**src/hdl/bmm_pkg.sv**
```systemverilog
// ----------------------------------------------------------------------------
// bmm_pkg
// Shared constants and types of the boolean matrix multiplier.
// ----------------------------------------------------------------------------
package bmm_pkg;

   localparam int ROW_W       = 32;
   localparam int STORE_DEPTH = 32;
   localparam int IDX_W       = 5;
   localparam int SIZE_W      = 6;
   localparam int MAX_SIZE    = 32;
   localparam int NUM_LANES   = 4;

   localparam logic KIND_FIRST  = 1'b0;
   localparam logic KIND_SECOND = 1'b1;

   // control from the sequencer to the merge stage
   typedef struct packed {
      logic             load;
      logic [IDX_W-1:0] row;
      logic             last;
   } bmm_merge_ctl_type;

endpackage

```
**src/hdl/bmm_lane.sv**
```systemverilog
// ----------------------------------------------------------------------------
// bmm_lane
// One lane: ORs the second-matrix rows of its slice selected by the
// first-matrix row bits, result registered.
// ----------------------------------------------------------------------------
module bmm_lane #(
   parameter int LANE_ROWS = 8
) (
   input  logic                                    clock,
   input  logic                                    enable,
   input  logic [LANE_ROWS-1:0]                    select_bits,
   input  logic [LANE_ROWS-1:0][bmm_pkg::ROW_W-1:0] rows,
   output logic [bmm_pkg::ROW_W-1:0]               partial_ff
);
   import bmm_pkg::*;

   logic [ROW_W-1:0] partial_in;

   always_comb begin
      partial_in = '0;
      for (int j = 0; j < LANE_ROWS; j++) begin
         if (select_bits[j]) begin
            partial_in = partial_in | rows[j];
         end
      end
   end

   always_ff @(posedge clock) begin
      if (enable) begin
         partial_ff <= partial_in;
      end
   end

endmodule

```
**src/hdl/bmm_merge.sv**
```systemverilog
// ----------------------------------------------------------------------------
// bmm_merge
// Merge stage: ORs the lane partials, masks unused columns and holds the
// product row in the output register until the receiver takes it.
// ----------------------------------------------------------------------------
module bmm_merge #(
   parameter int LANES = 4
) (
   input  logic                                clock,
   input  logic                                reset,
   input  logic [LANES-1:0][bmm_pkg::ROW_W-1:0] lane_partials,
   input  logic [bmm_pkg::ROW_W-1:0]           column_mask,
   input  bmm_pkg::bmm_merge_ctl_type          ctl,
   output logic                                slot_free,
   output logic                                rsp_valid,
   input  logic                                rsp_stall,
   output logic [bmm_pkg::IDX_W-1:0]           rsp_result_row,
   output logic [bmm_pkg::ROW_W-1:0]           rsp_result_bits,
   output logic                                rsp_last
);
   import bmm_pkg::*;

   logic             valid_ff, valid_in;
   logic [IDX_W-1:0] row_ff;
   logic [ROW_W-1:0] bits_ff, bits_in;
   logic             last_ff;

   // the slot frees up at this edge if empty or being taken now
   assign slot_free = !valid_ff || !rsp_stall;

   always_comb begin
      bits_in = '0;
      for (int l = 0; l < LANES; l++) begin
         bits_in = bits_in | lane_partials[l];
      end
      bits_in = bits_in & column_mask;
   end

   always_comb begin
      valid_in = valid_ff;
      if (slot_free) begin
         valid_in = ctl.load;
      end
   end

   always_ff @(posedge clock) begin
      if (reset) begin
         valid_ff <= 1'b0;
      end else begin
         valid_ff <= valid_in;
      end
   end

   always_ff @(posedge clock) begin
      if (slot_free && ctl.load) begin
         row_ff  <= ctl.row;
         bits_ff <= bits_in;
         last_ff <= ctl.last;
      end
   end

   assign rsp_valid       = valid_ff;
   assign rsp_result_row  = row_ff;
   assign rsp_result_bits = bits_ff;
   assign rsp_last        = last_ff;

endmodule

```
**src/hdl/boolean_matrix_multiply.sv**
```systemverilog
// ----------------------------------------------------------------------------
// boolean_matrix_multiply
// Boolean product of two square bit matrices loaded row by row.
// ----------------------------------------------------------------------------
// Usage:
//  - req channel: one row per transaction. kind selects the first or second
//    matrix; a second-matrix row with start_req set stores the row and then
//    starts the product. One row is taken per cycle while no product runs.
//  - rsp channel: rows 0 to size-1 of the product, the final one with
//    rsp_last. The product row is the OR of the lane partials across LANES
//    parallel lanes, each covering STORE_DEPTH/LANES second-matrix rows.
//  - Each product row passes the lane stage (ST_LANE), then the merge stage
//    (ST_MERGE) into the output register.
//  - req_stall is high while a burst is being computed.
//  - A stalled rsp holds its payload; the sequencer waits in the merge stage
//    until the output register frees up.
//  - csr_write_data sets matrix_size; it applies from the next product.
//  - Reset (synchronous) clears the sequencer and output valid and sets the
//    size to 32; the row stores are not cleared and must be written first.
// ----------------------------------------------------------------------------
module boolean_matrix_multiply #(
   parameter int LANES = bmm_pkg::NUM_LANES
) (
   input  logic                        clock,
   input  logic                        reset,
   input  logic                        req_valid,
   output logic                        req_stall,
   input  logic                        req_kind,
   input  logic [bmm_pkg::IDX_W-1:0]   req_row_index,
   input  logic [bmm_pkg::ROW_W-1:0]   req_row_bits,
   input  logic                        req_start_req,
   output logic                        rsp_valid,
   input  logic                        rsp_stall,
   output logic [bmm_pkg::IDX_W-1:0]   rsp_result_row,
   output logic [bmm_pkg::ROW_W-1:0]   rsp_result_bits,
   output logic                        rsp_last,
   input  logic                        csr_write_enable,
   input  logic [bmm_pkg::SIZE_W-1:0]  csr_write_data
);
   import bmm_pkg::*;

   localparam int LANE_ROWS = STORE_DEPTH / LANES;

   typedef enum logic [2:0] {
      ST_IDLE  = 3'b001,
      ST_LANE  = 3'b010,
      ST_MERGE = 3'b100
   } bmm_state_type;

   bmm_state_type state_ff, state_in;

   logic [STORE_DEPTH-1:0][ROW_W-1:0] first_ff;
   logic [STORE_DEPTH-1:0][ROW_W-1:0] second_ff;

   logic [SIZE_W-1:0] size_ff;
   logic [IDX_W-1:0]  last_idx_ff, last_idx_in;
   logic [ROW_W-1:0]  mask_ff, mask_in;
   logic [IDX_W-1:0]  row_ff, row_in;

   logic              req_take, start_take;
   logic [ROW_W-1:0]  first_row;
   logic              slot_free;
   bmm_merge_ctl_type merge_ctl;

   logic [LANES-1:0][ROW_W-1:0] lane_partials;

   assign req_stall  = (state_ff != ST_IDLE);
   assign req_take   = req_valid && !req_stall;
   assign start_take = req_take && (req_kind == KIND_SECOND) && req_start_req;

   // size 0 acts as 1, anything above the maximum saturates
   always_comb begin
      logic [SIZE_W-1:0] s;
      s = size_ff;
      if (s == '0) begin
         s = SIZE_W'(1);
      end
      if (s > SIZE_W'(MAX_SIZE)) begin
         s = SIZE_W'(MAX_SIZE);
      end
      last_idx_in = IDX_W'(s - SIZE_W'(1));
      for (int j = 0; j < ROW_W; j++) begin
         mask_in[j] = (IDX_W'(j) <= last_idx_in);
      end
   end

   always_ff @(posedge clock) begin
      if (reset) begin
         size_ff <= SIZE_W'(32);
      end else if (csr_write_enable) begin
         size_ff <= csr_write_data;
      end
   end

   always_ff @(posedge clock) begin
      if (start_take) begin
         last_idx_ff <= last_idx_in;
         mask_ff     <= mask_in;
      end
   end

   always_ff @(posedge clock) begin
      if (req_take) begin
         if (req_kind == KIND_FIRST) begin
            first_ff[req_row_index] <= req_row_bits;
         end else begin
            second_ff[req_row_index] <= req_row_bits;
         end
      end
   end

   always_comb begin
      state_in        = state_ff;
      row_in          = row_ff;
      merge_ctl.load  = 1'b0;
      merge_ctl.row   = row_ff;
      merge_ctl.last  = (row_ff == last_idx_ff);
      case (state_ff)
         ST_IDLE: begin
            row_in = '0;
            if (start_take) begin
               state_in = ST_LANE;
            end
         end
         ST_LANE: begin
            state_in = ST_MERGE;
         end
         ST_MERGE: begin
            merge_ctl.load = 1'b1;
            if (slot_free) begin
               if (merge_ctl.last) begin
                  state_in = ST_IDLE;
                  row_in   = '0;
               end else begin
                  state_in = ST_LANE;
                  row_in   = row_ff + IDX_W'(1);
               end
            end
         end
         default: begin
            state_in = ST_IDLE;
            row_in   = '0;
         end
      endcase
   end

   always_ff @(posedge clock) begin
      if (reset) begin
         state_ff <= ST_IDLE;
         row_ff   <= '0;
      end else begin
         state_ff <= state_in;
         row_ff   <= row_in;
      end
   end

   assign first_row = first_ff[row_ff] & mask_ff;

   for (genvar l = 0; l < LANES; l++) begin : g_lane
      bmm_lane #(
         .LANE_ROWS (LANE_ROWS)
      ) u_lane (
         .clock       (clock),
         .enable      (state_ff == ST_LANE),
         .select_bits (first_row[l*LANE_ROWS +: LANE_ROWS]),
         .rows        (second_ff[l*LANE_ROWS +: LANE_ROWS]),
         .partial_ff  (lane_partials[l])
      );
   end

   bmm_merge #(
      .LANES (LANES)
   ) u_merge (
      .clock           (clock),
      .reset           (reset),
      .lane_partials   (lane_partials),
      .column_mask     (mask_ff),
      .ctl             (merge_ctl),
      .slot_free       (slot_free),
      .rsp_valid       (rsp_valid),
      .rsp_stall       (rsp_stall),
      .rsp_result_row  (rsp_result_row),
      .rsp_result_bits (rsp_result_bits),
      .rsp_last        (rsp_last)
   );

endmodule

```
**config.mk**
```make
export PLATFORM = sky130hd
export DESIGN_NAME = boolean_matrix_multiply
export DESIGN_NICKNAME = d
export VERILOG_FILES = /design/src/hdl/bmm_pkg.sv /design/src/hdl/bmm_lane.sv /design/src/hdl/bmm_merge.sv /design/src/hdl/boolean_matrix_multiply.sv
export SDC_FILE = /design/constraint.sdc
export NUM_CORES = 2
export LEC_CHECK = 0
export ABC_CLOCK_PERIOD_IN_PS = 6600
export BUFFER_PORTS_ARGS = -buffer_cell sky130_fd_sc_hd__buf_2
export CAP_MARGIN = 20
export CORE_UTILIZATION = 56
export DETAILED_ROUTE_END_ITERATION = 8
export PLACE_DENSITY = 0.73
export RECOVER_POWER = 50
export SYNTH_ARGS = -nofsm -noshare
export SYNTH_HDL_FRONTEND = slang
export SYNTH_SLANG_ARGS = --single-unit
```
**constraint.sdc**
```tcl
create_clock -name clock -period 6.6 [get_ports clock]
set_clock_uncertainty 0.05 [all_clocks]
set_input_delay 0.99 -clock clock [delete_from_list [all_inputs] [get_ports clock]]
set_output_delay 0.99 -clock clock [all_outputs]
set_load 0.005 [all_outputs]
```
# Yosys cells after proc, flatten, opt, wreduce, memory -nomap -nowiden

Cells that the tools add are included.

Flip-flop bits (word level): 2266

$add $sub $neg: 2
Order comparisons: 36
Eq/ne operators: 7
Mux-type cells: 48
Bitwise logic cells: 35
Reductions and logical operators: 14

Operator list:

| kind                | number |
|---|---|
| $bwmux 1024         | 2 |
| $mux 32             | 34 |
| $or 32x32->32       | 31 |
| $bmux 32 s5         | 1 |
| $demux 32 s5        | 1 |
| $le 5x5->1 const A  | 16 |
| $and 32x32->32      | 2 |
| $le 4x5->1 const A  | 8 |
| $le 3x5->1 const A  | 4 |
| $mux 5              | 3 |
| $lt 5x6->1 const B  | 2 |
| $le 1x5->1 const A  | 2 |
| $le 2x5->1 const A  | 2 |
| $pmux 5 s2          | 1 |
| $pmux 3 s3          | 1 |
| $reduce_and 2->1    | 4 |
| $gt 6x6->1 const B  | 1 |
| $logic_not 6->1     | 1 |
| $mux 3              | 2 |
| $mux 6              | 1 |
| $add 5x1->5 const B | 1 |
| $eq 5x5->1          | 1 |
| $ge 5x1->1 const B  | 1 |
| $logic_and 1x1->1   | 5 |
| 12 further kinds    | 15 |

# Depth between registers and ports, before layout

Depth in word-level cells: 18
Depth in mapped cells: 12
Gate-level depth less buffers: 10

# Cells and area by module

A second synthesis with hierarchy kept.

Cells, all modules: 4013
Area total of the unflattened synthesis: 83151.0 µm²

By module, submodules not included:

| module                  | times used | cells an instance | area an instance (µm²) | seq. area each (µm²) |
|---|---|---|---|---|
| boolean_matrix_multiply | 1          | 3074              | 72492.0                | 62890.3 |
| bmm_lane                | 4          | 216               | 2279.7                 | 960.9 |
| bmm_merge               | 1          | 75                | 1540.2                 | 1161.1 |

# Least setup slack after synthesis

Ideal clock, no wire load.

Path kind: register -> register
From: register state_ff[2]
To: register g_lane[0].u_lane.partial_ff[0] (netlist name) (enable)
Library setup time: 0.616 ns
Arrival: 5.807 ns
Data required time: 5.934 ns
Setup slack: 0.126 ns
Cell stages (with the launch flop): 3
Path buffers: 0
Period minus slack after synthesis: 6.474 ns
Cells stage by stage: dfxtp_1 -> nand2b_1 -> nor2_1

Word-level cells in the longest chain between the ends: 1

RTL lines:

| element                  | RTL line                       | RTL |
|---|---|---|
| start: declaration       | boolean_matrix_multiply.sv:50  | `bmm_state_type state_ff, state_in;` |
| start signal: assignment | boolean_matrix_multiply.sv:152 | `state_ff <= state_in;` |
| $eq 3x2->1               | boolean_matrix_multiply.sv:164 | `.enable (state_ff == ST_LANE),` |
| end signal: assignment   | bmm_lane.sv:30                 | `partial_ff <= partial_in;` |
| end: declaration         | bmm_lane.sv:13                 | `output logic [bmm_pkg::ROW_W-1:0] partial_ff` |

Every way passes these cells.
A chain may end at the register's enable or synchronous reset.

# Worst setup path in the final report

From: register row_ff[2]
To: register g_lane[2].u_lane.partial_ff[29] (netlist name), data pin

Word-level cells in the longest chain between the ends: 18

RTL lines:

| element                             | RTL line                       | RTL |
|---|---|---|
| start: declaration                  | boolean_matrix_multiply.sv:58  | `logic [IDX_W-1:0] row_ff, row_in;` |
| start signal: assignment            | boolean_matrix_multiply.sv:153 | `row_ff <= row_in;` |
| $bmux 32 s5 *                       | boolean_matrix_multiply.sv:157 | `assign first_row = first_ff[row_ff] & mask_ff;` |
| $mux 32 (not written as such) *     | boolean_matrix_multiply.sv:157 |  |
| $and 32x32->32 *                    | boolean_matrix_multiply.sv:157 |  |
| $mux 32                             | bmm_lane.sv:22                 | `if (select_bits[j]) begin` |
| $or 32x32->32                       | bmm_lane.sv:23                 | `partial_in = partial_in \| rows[j];` |
| $mux 32                             | bmm_lane.sv:22                 |  |
| $or 32x32->32                       | bmm_lane.sv:23                 |  |
| $mux 32                             | bmm_lane.sv:22                 |  |
| [... 3 more ...]                    | n/a                            |  |
| $mux 32                             | bmm_lane.sv:22                 |  |
| $or 32x32->32                       | bmm_lane.sv:23                 |  |
| $mux 32                             | bmm_lane.sv:22                 |  |
| $or 32x32->32                       | bmm_lane.sv:23                 |  |
| $mux 32                             | bmm_lane.sv:22                 |  |
| $or 32x32->32                       | bmm_lane.sv:23                 |  |
| $mux 32 *                           | bmm_lane.sv:22                 |  |
| via g_lane[2].u_lane.partial_in[29] | bmm_lane.sv:17                 | `logic [ROW_W-1:0] partial_in;` |
| end signal: assignment              | bmm_lane.sv:30                 |  |
| end: declaration                    | bmm_lane.sv:13                 |  |

The timed path passes the listed nets; every way through them passes the cells marked *. The select of a mux whose other input is x is not followed.

==> results.toml <==
[outcome]
outcome = "finished with violations"
violations = "max-capacitance violations, max-slew violations"

[critical_path]
worst-path-max-fanout = 32
required_ns = 7.08
path_buf_inv = 3
cp.arrival_ns = 5.07
critPathTopFamily = "compound AO/OA/AOI/OAI gates"
cp_slowest_cell = "dfxtp_1"
crit_type = "reg2reg"
max_stage_delay_ns = 1.01
path_cells = "or3b_4, buf_4, buf_4, o221ai_1, a21oi_1, a211oi_4, buf_4, a221oi_2, nand3_1"
start_kind = "flop"
cp_common_cell = "buf_4"
cp-end-kind = "flop"

[yosys]
netlist_top_cells_area = "edfxtp_1 (79%), mux4_2 (4.9%), a221oi_2 (3.7%)"
synth-compound-area-share = 0.0796
synth-adder-area-share = 0.000731
synth-simple-area-share = 0.0422
synth.top_cell.area_share = 0.790
synth_most_common_cell = "edfxtp_1"
synth-xor-area-share = 0.00102
async_flop_share = 0
synth_top_family_by_area = "compound AO/OA/AOI/OAI gates"
synth_common_cells = "edfxtp_1 (2251), nor3b_1 (259), a221oi_2 (210)"
netlist_area_mm2 = 0.0856
yosysWarnings = 0
syn-mean-instance-area_um2 = 20.8
synth_edf_count = 2251
synthMuxAreaShare = 0.0660
syn_inst = 4117
synth_ff_type = "edfxtp_1"
ys_seq_area_frac = 0.793
yosys.area.top_type = "edfxtp_1"
synthDistinctLibCells = 54
synth_fp_nets = 4172
synth_seq_cells = 2266

[global_routing]
grt_max_degree = 129
first_global_vias = 43000
antenna_found_initial = 17
grt_pass1_wl_mm = 319
grt-ovfl-total = 0
grt_usage = 0.298

[pwr]
peakVddDrop_mv = 0.227
power_frac_clock = 0.415
p_switching_uw = 5770
p_int_uw = 22500
switching_share = 0.204
power_frac_comb = 0.021
pwr-share-seq = 0.564
power_leakage_uw = 0.0288
p_per_area_mw_per_mm2 = 294

[sta]
tns_ns = 0
rsz0062_at_grt = "no"
max_freq_mhz = 218
finalCritPeriodShare = 0.695
setup_viol = 0
worst_slew_pin_slew_ns = 4.52
hold_viol_final = 0
slew_headroom = -2.01
fin_crit_ns = 4.59
setup_ws_ns = 2.01
slew_viol_final = 2224

[clock_network]
h-tree-depth = 4
cts_resized = 0
cts.sinks = 2266
ctsRootBufferMaster = "clkbuf_16"
cts_tree = "built"
cts_buffers = 212
post-cts-setup-buffer-count = 0
clk_pin_slew_ns = 0.06
clock_path_buffers = 3
hold_buffers = 0
clkLatencyLatePin_ns = 0.87

[floorplan]
coreArea_mm2 = 0.152
die_w_um = 393
die_area_mm2 = 0.154
start_util = 0.564
num_rows = 143
fp.dieH_um = 393
io_pins = 90

[job]
maxCapViolCount = 34

[final_layout]
fill_cells = 10100
drive_gt1_frac = 0.226
areaGrowthSynthToFinish_pct = 12.3
nets = 4431
multi_input_area_mm2 = 0.0170
regArea_mm2 = 0.0679
utilization = 0.633

[detailed_routing]
antenna_left = 0
drtIter0Drc = 7248
wirelength_mm = 228
dr.pass1.iters = 6
drc_errors = 0
wl_per_cell_um = 34.7
vias = 44500
via_per_inst = 6.76

[placed_design]
hpwl_mm = 127
io_buffers = 89
pre_cts_slack_ns = 2.27
place.gp.congestion = 0.867

[worst_hold_path]
holdCritPathClass = "in2reg"
final timing paths:
| check | slack [ns] | to | startpoint | depth (start not counted) |
|---|---|---|---|---|
| setup reg to reg | 2.01 | g_lane[2].u_lane.partial_ff[29] | row_ff[2] | 9 |
| setup / recovery | 2.01 | g_lane[2].u_lane.partial_ff[29] | row_ff[2] | 9 |
| hold reg to reg | 0.46 | u_merge.rsp_valid | u_merge.rsp_valid | 2 |
| hold / removal | 0.28 | size_ff[5] | csr_write_data[5] | 2 |
cells in the final DEF (no fill, tap or decap), types with 58 or more instances in the layout:
cell	synthesis	routed
buf_2	130	63
a22oi_1	148	148
buf_4	12	138
nor3b_1	259	259
mux2i_1	141	141
clkbuf_1	52	110
mux4_2	188	188
nor2_4	0	66
clkinv_1	0	58
clkbuf_16	0	213
a221oi_2	210	210
nand3_1	137	137
edfxtp_1	2251	2251
metrics by stage:
| step | area (um^2) | hold slack [ns] | total power [uW] | instances |
|---|---|---|---|---|
| after CTS | 96200 | 0.235 | 28300 | 6578 |
| after global routing | 96100 | 0.274 | 28900 | 6585 |
| after global placement | 89400 | 0.452 | 16800 | 6177 |
| after detailed placement | 89600 | 0.488 | 16800 | 6186 |
| after floorplan | 85600 | 0.353 | 16400 | 4117 |
| final | 96100 | 0.280 | 28300 | 6586 |
kinds of logic after synthesis:
kind of cell,Yosys count
xor+xnor,10
buf+inv,254
simple gates,599
flops,2266
mux,329
fa+ha+maj,5
compound gates,654
state kept, by name, summed over array words and instances, names as in the netlist, 3 cells and up:
name	cells
g_lane.u_lane.partial_ff	128
size_ff	6
u_merge.rsp_result_row	5
second_ff	1024
row_ff	5
u_merge.rsp_result_bits	32
mask_ff	32
state_ff	3
first_ff	1024
last_idx_ff	5
power by group through the flow:
stage / sequential [uW] / combinational [uW] / clock (uW)
3_3_place_gp: 16200 / 562 / 0
2_1_floorplan: 16200 / 192 / 0
5_1_grt: 15900 / 611 / 12400
6_report: 16000 / 593 / 11700
4_1_cts: 15900 / 586 / 11800
3_5_place_dp: 16200 / 585 / 0
layer usage:
metal | global-route usage | vias to the layer above | part of all wire
met2 | 0.451 | 3214 | 0.46
li1 | - | 17900 | -
met1 | 0.426 | 23000 | 0.37
met5 | 0 | - | 0.00013
met3 | 0.0803 | 430 | 0.14
met4 | 0.0947 | 4 | 0.035
cell type report:
class,instances,share of cell area
diodes,2,0.0000521
clock buffers,261,0.0573
clock inverters,131,0.0118
inverters,19,0.000742
multi-input cells,1597,0.177
flip-flops and latches,2266,0.706
well taps,2030,0.0264
repair buffers,280,0.0200
Note: power is estimated with default switching activity, not from simulation.
